$ cat src/hdl/ggnh_pkg.sv
package ggnh_pkg;

  // Table geometry and field widths.
  localparam int MaxNodes     = 64;
  localparam int MaxNeighbors = 32;
  localparam int IdW          = 6;
  localparam int CoordW       = 16;
  localparam int SqW          = 2 * CoordW;
  localparam int DistW        = SqW + 1;
  localparam int LimitW       = 33;
  localparam int CntW         = $clog2(MaxNeighbors + 1);
  localparam int IdxW         = (MaxNeighbors > 1) ? $clog2(MaxNeighbors) : 1;

  // Port widths.
  localparam int CfgIdxW  = 3;
  localparam int InDataW  = 40;
  localparam int OutDataW = 16;

  // Register reset values.
  localparam logic [CoordW-1:0] RadiusRst = CoordW'(80);
  localparam logic [LimitW-1:0] LimitRst  = LimitW'(2560000);

  // Request kinds carried on s_axis_tuser.
  localparam logic ReqOffer = 1'b0;
  localparam logic ReqRoute = 1'b1;

  // Configuration register indexes.
  typedef enum logic [CfgIdxW-1:0] {
    CfgSelfId  = 3'd0,
    CfgSelfX   = 3'd1,
    CfgSelfY   = 3'd2,
    CfgRadius  = 3'd3,
    CfgLimit   = 3'd4
  } cfg_reg_e;

  // One neighbor table entry.
  typedef struct packed {
    logic [IdW-1:0]    id;
    logic [CoordW-1:0] x;
    logic [CoordW-1:0] y;
  } entry_t;

  // Side information carried alongside a distance through the pipeline.
  typedef struct packed {
    logic           live;
    logic [IdW-1:0] id;
  } tag_t;

endpackage

$ cat src/hdl/ggnh_cell.sv
module ggnh_cell (
  input  logic             clk_i,
  input  logic             load_i,
  input  logic             shift_i,
  input  ggnh_pkg::entry_t load_data_i,
  input  ggnh_pkg::entry_t shift_data_i,
  output ggnh_pkg::entry_t entry_o
);

  ggnh_pkg::entry_t entry_q;
  ggnh_pkg::entry_t entry_d;

  // A new entry is written only while the ring is at rest.
  always_comb begin
    entry_d = entry_q;
    if (shift_i) begin
      entry_d = shift_data_i;
    end else if (load_i) begin
      entry_d = load_data_i;
    end
  end

  always_ff @(posedge clk_i) begin
    entry_q <= entry_d;
  end

  assign entry_o = entry_q;

endmodule

$ cat src/hdl/ggnh_dist.sv
module ggnh_dist (
  input  logic                             clk_i,
  input  logic                             rst_ni,
  input  logic                             valid_i,
  input  ggnh_pkg::tag_t                   tag_i,
  input  logic [ggnh_pkg::CoordW-1:0]      ax_i,
  input  logic [ggnh_pkg::CoordW-1:0]      ay_i,
  input  logic [ggnh_pkg::CoordW-1:0]      bx_i,
  input  logic [ggnh_pkg::CoordW-1:0]      by_i,
  output logic                             valid_o,
  output ggnh_pkg::tag_t                   tag_o,
  output logic [ggnh_pkg::DistW-1:0]       dist_o
);

  logic                          va_q, vb_q;
  ggnh_pkg::tag_t                taga_q, tagb_q;
  logic [ggnh_pkg::CoordW-1:0]   dx_d, dy_d, dx_q, dy_q;
  logic [ggnh_pkg::SqW-1:0]      sqx_d, sqy_d, sqx_q, sqy_q;

  // First stage: absolute coordinate differences.
  assign dx_d = (ax_i > bx_i) ? (ax_i - bx_i) : (bx_i - ax_i);
  assign dy_d = (ay_i > by_i) ? (ay_i - by_i) : (by_i - ay_i);

  // Second stage: squares.
  assign sqx_d = dx_q * dx_q;
  assign sqy_d = dy_q * dy_q;

  always_ff @(posedge clk_i or negedge rst_ni) begin
    if (!rst_ni) begin
      va_q <= 1'b0;
      vb_q <= 1'b0;
    end else begin
      va_q <= valid_i;
      vb_q <= va_q;
    end
  end

  always_ff @(posedge clk_i) begin
    taga_q <= tag_i;
    dx_q   <= dx_d;
    dy_q   <= dy_d;
    tagb_q <= taga_q;
    sqx_q  <= sqx_d;
    sqy_q  <= sqy_d;
  end

  // The sum is exact in DistW bits.
  assign dist_o  = ggnh_pkg::DistW'(sqx_q) + ggnh_pkg::DistW'(sqy_q);
  assign valid_o = vb_q;
  assign tag_o   = tagb_q;

endmodule

$ cat src/hdl/greedy_geographic_next_hop.sv
// Channel   Direction  Handshake                      Payload
// input     slave      s_axis_tvalid / s_axis_tready  tdata: node_id, pos_x, pos_y; tuser: req_type
// result    master     m_axis_tvalid / m_axis_tready  tdata: valid, hop id, added, full, count
// config    write      cfg_we_i                       cfg_idx_i selects, cfg_data_i carries value
//
// An offer waits in the offer wait state for its distance; its result is registered in the
// done state, after which the block returns to idle to take the next item. A route query's
// result is registered after the scan and drain states; in the scan the ring turns one
// entry per cycle past a single two-stage distance unit. Reset clears the entry count and
// the configuration registers to their defaults; table contents are not cleared.
// One item is in work at a time; a waiting result stalls the next item only at its last step.
module greedy_geographic_next_hop (
  input  logic                                clk_i,
  input  logic                                rst_ni,
  // Configuration write port.
  input  logic                                cfg_we_i,
  input  logic [ggnh_pkg::CfgIdxW-1:0]        cfg_idx_i,
  input  logic [ggnh_pkg::LimitW-1:0]         cfg_data_i,
  // Input items.
  input  logic                                s_axis_tvalid,
  output logic                                s_axis_tready,
  // node_id [5:0], pos_x [21:6], pos_y [37:22], zero fill [39:38]
  input  logic [ggnh_pkg::InDataW-1:0]        s_axis_tdata,
  // req_type [0]
  input  logic                                s_axis_tuser,
  // Result items.
  output logic                                m_axis_tvalid,
  input  logic                                m_axis_tready,
  // next_hop_valid [0], next_hop_id [6:1], neighbor_added [7], table_full [8],
  // neighbor_count [14:9], zero fill [15]
  output logic [ggnh_pkg::OutDataW-1:0]       m_axis_tdata
);

  typedef enum logic [2:0] {
    StIdle,
    StOfferWait,
    StScan,
    StDrain,
    StDone
  } state_e;

  // Configuration registers.
  logic [ggnh_pkg::IdW-1:0]    self_id_q;
  logic [ggnh_pkg::CoordW-1:0] self_x_q, self_y_q, radius_q;
  logic [ggnh_pkg::LimitW-1:0] limit_q;
  logic [ggnh_pkg::SqW-1:0]    rsq_d, rsq_q;

  // Control and result registers.
  state_e                        state_q;
  logic [ggnh_pkg::CntW-1:0]     count_q;
  logic [ggnh_pkg::IdxW-1:0]     scan_idx_q;
  logic                          wait_q;
  logic [ggnh_pkg::DistW-1:0]    best_q;
  logic                          res_valid_q, res_added_q, res_full_q;
  logic [ggnh_pkg::IdW-1:0]      res_hop_q;
  logic                          m_valid_q;
  logic [ggnh_pkg::OutDataW-1:0] m_data_q;

  // Latched item fields.
  logic [ggnh_pkg::IdW-1:0]    req_id_q;
  logic [ggnh_pkg::CoordW-1:0] dest_x_q, dest_y_q;

  // Unpacked input fields.
  logic [ggnh_pkg::IdW-1:0]    in_id;
  logic [ggnh_pkg::CoordW-1:0] in_x, in_y;
  logic                        in_acc;

  // Distance unit connections.
  logic                        dist_vi, dist_vo;
  ggnh_pkg::tag_t              dist_ti, dist_to;
  logic [ggnh_pkg::CoordW-1:0] dist_ax, dist_ay, dist_bx, dist_by;
  logic [ggnh_pkg::DistW-1:0]  sq_dist;

  // Neighbor ring.
  ggnh_pkg::entry_t ring [ggnh_pkg::MaxNeighbors];
  ggnh_pkg::entry_t new_entry;
  logic             ring_shift;
  logic             ins_en;
  logic             in_range, room, better;

  assign in_id  = s_axis_tdata[5:0];
  assign in_x   = s_axis_tdata[21:6];
  assign in_y   = s_axis_tdata[37:22];

  assign s_axis_tready = (state_q == StIdle);
  assign in_acc        = s_axis_tvalid && s_axis_tready;

  // Configuration writes land in their register directly.
  always_ff @(posedge clk_i or negedge rst_ni) begin
    if (!rst_ni) begin
      self_id_q <= '0;
      self_x_q  <= '0;
      self_y_q  <= '0;
      radius_q  <= ggnh_pkg::RadiusRst;
      limit_q   <= ggnh_pkg::LimitRst;
    end else if (cfg_we_i) begin
      case (ggnh_pkg::cfg_reg_e'(cfg_idx_i))
        ggnh_pkg::CfgSelfId: self_id_q <= cfg_data_i[ggnh_pkg::IdW-1:0];
        ggnh_pkg::CfgSelfX:  self_x_q  <= cfg_data_i[ggnh_pkg::CoordW-1:0];
        ggnh_pkg::CfgSelfY:  self_y_q  <= cfg_data_i[ggnh_pkg::CoordW-1:0];
        ggnh_pkg::CfgRadius: radius_q  <= cfg_data_i[ggnh_pkg::CoordW-1:0];
        ggnh_pkg::CfgLimit:  limit_q   <= cfg_data_i;
        default: ;
      endcase
    end
  end

  // The squared radius is registered from the radius register and follows it in the next cycle.
  // An offer compares against it at its decision; a radius written by its acceptance is used.
  assign rsq_d = radius_q * radius_q;

  always_ff @(posedge clk_i or negedge rst_ni) begin
    if (!rst_ni) begin
      rsq_q <= ggnh_pkg::SqW'(ggnh_pkg::RadiusRst * ggnh_pkg::RadiusRst);
    end else begin
      rsq_q <= rsq_d;
    end
  end

  always_ff @(posedge clk_i) begin
    if (in_acc) begin
      req_id_q <= in_id;
      dest_x_q <= in_x;
      dest_y_q <= in_y;
    end
  end

  // During a scan the distance unit sees the entry at the head of the ring;
  // on an offer it sees this node's position against the offered one.
  always_comb begin
    if (state_q == StScan) begin
      dist_vi      = 1'b1;
      dist_ax      = ring[0].x;
      dist_ay      = ring[0].y;
      dist_bx      = dest_x_q;
      dist_by      = dest_y_q;
      dist_ti.live = (ggnh_pkg::CntW'(scan_idx_q) < count_q);
      dist_ti.id   = ring[0].id;
    end else begin
      dist_vi      = in_acc && (s_axis_tuser == ggnh_pkg::ReqOffer);
      dist_ax      = self_x_q;
      dist_ay      = self_y_q;
      dist_bx      = in_x;
      dist_by      = in_y;
      dist_ti      = '0;
    end
  end

  ggnh_dist u_dist (
    .clk_i   (clk_i),
    .rst_ni  (rst_ni),
    .valid_i (dist_vi),
    .tag_i   (dist_ti),
    .ax_i    (dist_ax),
    .ay_i    (dist_ay),
    .bx_i    (dist_bx),
    .by_i    (dist_by),
    .valid_o (dist_vo),
    .tag_o   (dist_to),
    .dist_o  (sq_dist)
  );

  // Offer decision, taken in the offer wait state once wait_q is set and the distance is out.
  assign in_range = (req_id_q != self_id_q)
                 && (int'(req_id_q) < ggnh_pkg::MaxNodes)
                 && (sq_dist <= ggnh_pkg::DistW'(rsq_q));
  assign room     = (count_q < ggnh_pkg::CntW'(ggnh_pkg::MaxNeighbors));
  assign ins_en   = (state_q == StOfferWait) && wait_q && in_range && room;

  // Strict compare keeps the earliest entry on ties, since entries arrive in order.
  assign better   = dist_vo && dist_to.live && (sq_dist < best_q);

  assign new_entry.id = req_id_q;
  assign new_entry.x  = dest_x_q;
  assign new_entry.y  = dest_y_q;
  assign ring_shift   = (state_q == StScan);

  // The ring rotates toward cell zero once per scan cycle. A full scan makes
  // exactly one turn, so the table is back in its original order afterwards.
  for (genvar k = 0; k < ggnh_pkg::MaxNeighbors; k++) begin : g_cell
    ggnh_pkg::entry_t next_in;
    if (k == ggnh_pkg::MaxNeighbors - 1) begin : g_wrap
      assign next_in = ring[0];
    end else begin : g_link
      assign next_in = ring[k+1];
    end

    ggnh_cell u_cell (
      .clk_i        (clk_i),
      .load_i       (ins_en && (count_q == ggnh_pkg::CntW'(k))),
      .shift_i      (ring_shift),
      .load_data_i  (new_entry),
      .shift_data_i (next_in),
      .entry_o      (ring[k])
    );
  end

  // Sequencer, result registers and output register.
  always_ff @(posedge clk_i or negedge rst_ni) begin
    if (!rst_ni) begin
      state_q     <= StIdle;
      count_q     <= '0;
      scan_idx_q  <= '0;
      wait_q      <= 1'b0;
      best_q      <= '0;
      res_valid_q <= 1'b0;
      res_hop_q   <= '0;
      res_added_q <= 1'b0;
      res_full_q  <= 1'b0;
      m_valid_q   <= 1'b0;
      m_data_q    <= '0;
    end else begin
      // In the last step the output register is refilled below instead.
      if (m_valid_q && m_axis_tready && (state_q != StDone)) begin
        m_valid_q <= 1'b0;
      end

      case (state_q)
        StIdle: begin
          if (in_acc) begin
            res_valid_q <= 1'b0;
            res_hop_q   <= '0;
            res_added_q <= 1'b0;
            res_full_q  <= 1'b0;
            best_q      <= limit_q;
            scan_idx_q  <= '0;
            wait_q      <= 1'b0;
            state_q     <= (s_axis_tuser == ggnh_pkg::ReqRoute) ? StScan : StOfferWait;
          end
        end
        StOfferWait: begin
          if (wait_q) begin
            if (in_range) begin
              if (room) begin
                count_q     <= count_q + 1'b1;
                res_added_q <= 1'b1;
              end else begin
                res_full_q  <= 1'b1;
              end
            end
            state_q <= StDone;
          end
          wait_q <= 1'b1;
        end
        StScan: begin
          if (scan_idx_q == ggnh_pkg::IdxW'(ggnh_pkg::MaxNeighbors - 1)) begin
            wait_q  <= 1'b0;
            state_q <= StDrain;
          end else begin
            scan_idx_q <= scan_idx_q + 1'b1;
          end
        end
        StDrain: begin
          // The drain ends once wait_q is set, letting the last entry leave the distance unit.
          if (wait_q) begin
            state_q <= StDone;
          end
          wait_q <= 1'b1;
        end
        StDone: begin
          if (!m_valid_q || m_axis_tready) begin
            m_data_q  <= {1'b0, 6'(count_q), res_full_q, res_added_q,
                          res_hop_q, res_valid_q};
            m_valid_q <= 1'b1;
            state_q   <= StIdle;
          end
        end
        default: begin
          state_q <= StIdle;
        end
      endcase

      if (better) begin
        best_q      <= sq_dist;
        res_valid_q <= 1'b1;
        res_hop_q   <= dist_to.id;
      end
    end
  end

  assign m_axis_tvalid = m_valid_q;
  assign m_axis_tdata  = m_data_q;

endmodule

$ cat config.mk
export PLATFORM = sky130hd
export DESIGN_NAME = greedy_geographic_next_hop
export DESIGN_NICKNAME = d
export VERILOG_FILES = /design/src/hdl/ggnh_pkg.sv /design/src/hdl/ggnh_cell.sv /design/src/hdl/ggnh_dist.sv /design/src/hdl/greedy_geographic_next_hop.sv
export SDC_FILE = /design/constraint.sdc
export NUM_CORES = 2
export LEC_CHECK = 0
export BUFFER_PORTS_ARGS = -buffer_cell sky130_fd_sc_hd__buf_4
export CORE_MARGIN = 2
export CORE_UTILIZATION = 50
export CTS_BUF_LIST = sky130_fd_sc_hd__clkbuf_4 sky130_fd_sc_hd__clkbuf_8 sky130_fd_sc_hd__clkbuf_16
export DETAILED_ROUTE_END_ITERATION = 7
export GPL_ROUTABILITY_DRIVEN = 1
export GPL_TIMING_DRIVEN = 0
export PLACE_DENSITY = 0.67
export SLEW_MARGIN = 20
export SYNTH_ARGS = -nofsm -noshare
export SYNTH_HDL_FRONTEND = slang
export SYNTH_SLANG_ARGS = --single-unit
$ cat constraint.sdc
create_clock -name clk_i -period 27.2 [get_ports clk_i]
set_input_delay 1.36 -clock clk_i [delete_from_list [all_inputs] [get_ports clk_i]]
set_output_delay 1.36 -clock clk_i [all_outputs]
set_load 0.05 [all_outputs]
==> impl_metrics.ini <==
[status]
outcome = completed

[clock_tree]
post-cts-setup-buffer-count = 0
ctsLongestPathBuffers = 3
holdBufCountCts = 0
cts_resized = 0
cts_sinks = 1555
cts_htree_levels = 4
cts_tree = built
root_buffer = clkbuf_16
clkLatencyLatePin_ns = 0.80
clk_pin_slew_ns = 0.06
cts_made_buffers = 158

[placed_design]
numPortBuffers = 96
gp_congestion = 0.925
place_ws_ns = 19.64
hpwl_um = 175000

[yosys]
synth.area.top_cells = edfxtp_1, fa_1, a21o_1, ha_1, dfrtp_1
yosysMostFrequentCell = edfxtp_1
synth_nets = 8011
yosysWarnings = 0
yosysSeqAreaShare_pct = 51.7
yosysTopAreaCellShare_pct = 43.6
ys.flop_type = edfxtp_1
ys_ff_latch = 1555
synth_edf_count = 1254
synth-async-reset-ratio_pct = 12.4
ys_types = 82
synth_common_cells = edfxtp_1, a21o_1, inv_1
synth.cell_area_um2 = 86400
syn-instance-count = 6974
synth_top_cell_by_area = edfxtp_1
avgSynthCellArea_um2 = 12.4

[setup_path]
crit_chain = clkbuf_1 -> clkbuf_1 -> nand2_1 -> fa_1 -> inv_1 -> fa_1 -> fa_1 -> fa_1 -> fa_1 -> inv_1 -> fa_1 -> inv_1 -> ha_1 -> nand4_1 -> a21oi_1 -> or2_2 -> o22ai_1 -> a211oi_1 -> a31oi_1 -> o31ai_1 -> o41ai_1 -> xnor2_1
required_ns = 27.84
path_delay_family = adder cells
crit_buf_inv = 5
cp_slowest_cell = fa_1
r2r_slack_ns = 19.59
path_common_cell = fa_1
crit_cells = 22
r2r-end = u_dist.sqy_q[31]
crit_fanout = 10
worst-setup-path-type = register to register
end_kind = register
crit_path_end = u_dist.sqy_q[31]
regToRegStartpoint = u_dist.dy_q[4]
cp-start-kind = register
reg2reg_depth = 22
crit_arrival_ns = 8.25
crit_start = u_dist.dy_q[4]
slowest_delay_ns = 0.56

[job]
drv_cap = 0

[global_route]
track_usage_pct = 26.4
grt_pass1_vias = 56300
grt_antenna_before_repair = 18
overflow = 0
grt_max_degree = 98
grt_pass1_wl_um = 347000

[sta]
slew_headroom_pct = 26.4
grt_setup_unrepaired = no
worst_clock_skew_ns = 0.0525
fin_crit_sh_pct = 28.0
setup_tns_ns = 0
timing.final.max_slew_violations = 0
tightest_slew_ns = 1.10
setup_violations = 0
max_freq_ghz = 0.131
finalHoldViolCount = 0
setup_slack_ns = 19.59
finalCriticalPeriod_ns = 7.61

[die]
dieArea_um2 = 176000
die_h_um = 420
die_w_um = 420
core_area_um2 = 172000
ios = 100
initial_core_util_pct = 50.3
rows = 152

[finish]
syn2layout_area_growth_pct = 12.3
fin_nets = 8369
drive_gt1_share_pct = 9.42

[drt]
vias_per_cell = 5.60
finalWirelength_um = 230000
drc_errors = 0
via_count = 54800
drt_iter0_markers = 4823
postRouteAntennaNets = 0
drt_pre_antenna_iters = 6
routedWlPerCell_um = 23.5

[worst_hold_path]
hold_class = register to register
-- layout make-up --
| class | instances | area (um2) |
|---|---|---|
| tap | 2310 | 2890 |
| antenna | 13 | 32.5 |
| sequential | 1555 | 44700 |
| fill | 14200 | 74500 |
| buffer | 409 | 1550 |
| clock inverter | 68 | 800 |
| clock buffer | 219 | 4540 |
| inverter | 937 | 3520 |
| timing repair buffer | 198 | 1940 |
| multi-input combinational | 4073 | 37100 |
-- placed cells by master (no fill, tap or decap), types with 21 or more instances in the layout --
cell type and instances:
o31ai_4 24, clkbuf_16 162, ha_1 464, buf_6 50
o21bai_1 24, nor2b_1 31, nand2_1 441, dfrtp_1 183
buf_2 33, xnor2_1 117, clkinv_1 23, nor3_1 29
buf_4 100, and3_1 25, inv_1 937, nand3_1 37
mux2i_1 59, and2_1 177, nand2b_1 38, edfxtp_1 1254
clkbuf_4 47, o21ai_0 133, clkbuf_1 378, nor2_1 132
fa_1 491, a21o_1 1251, dfxtp_1 108, mux2_2 136
nand4_1 21, a21oi_1 145, xor2_1 50
-- how the worst min path moves through the flow --
| stage | from | to | slack [ns] | depth (start not counted) |
|---|---|---|---|---|
| after floorplan | u_dist.taga_q[0] | u_dist.tag_o[0] | 0.31 | 0 |
| after global placement | u_dist.taga_q[2] | u_dist.tag_o[2] | 0.31 | 0 |
| after detailed placement | u_dist.taga_q[6] | u_dist.tag_o[6] | 0.31 | 0 |
| after CTS | u_dist.taga_q[4] | u_dist.tag_o[4] | 0.33 | 0 |
| after global routing | u_dist.taga_q[3] | u_dist.tag_o[3] | 0.33 | 0 |
| final | u_dist.taga_q[2] | u_dist.tag_o[2] | 0.33 | 0 |
-- per-layer routing --
metal | up-vias | GRT usage [%] | wire length [um]
met1 | 28000 | 33.6 | 93300
met2 | 1754 | 45.2 | 114000
met5 | - | 0 | 13
met4 | 2 | 10.7 | 9770
met3 | 367 | 4.17 | 12900
li1 | 24600 | - | -
-- kinds of logic (layout without fill, tap and decap cells) --
group | count (synthesis) | count (layout) | synth area share (%)
XOR/XNOR | 167 | 167 | 1.69
multiplexers | 196 | 196 | 2.47
AO/OA/AOI/OAI | 1748 | 1748 | 14.5
buffers and inverters | 1346 | 1831 | 5.87
AND/OR/NAND/NOR | 1006 | 1006 | 5.61
flip-flops | 1555 | 1555 | 51.7
other | 1 | 14 | 0.00434
adder cells (fa/ha/maj) | 955 | 955 | 18.1
-- per-stage QoR --
step	std cells	area, um2	utilization [%]	hold WS, ns
2_1_floorplan	6974	86400	-	0.310
3_3_place_gp	9380	90000	52.5	0.310
3_5_place_dp	9481	91600	53.4	0.312
4_1_cts	9768	97000	56.5	0.326
5_1_grt	9771	97000	56.5	0.331
6_report	9782	97000	56.5	0.326
-- state kept, by name, summed over array words and instances (netlist names), 7 cells and up --
signal                 count
u_dist.dy_q               16
m_axis_tdata              15
u_dist.taga_q              7
best_q                    33
g_cell.u_cell.entry_o   1216
u_dist.dx_q               16
u_dist.sqy_q              31
radius_q                  16
dest_y_q                  16
u_dist.sqx_q              31
rsq_q                     31
dest_x_q                  16
limit_q                   33
self_y_q                  16
self_x_q                  16
u_dist.tag_o               7
Power is left out: the tool's default activity adds up to more than one toggle a clock period on the data nets, which glitch-free logic cannot reach.
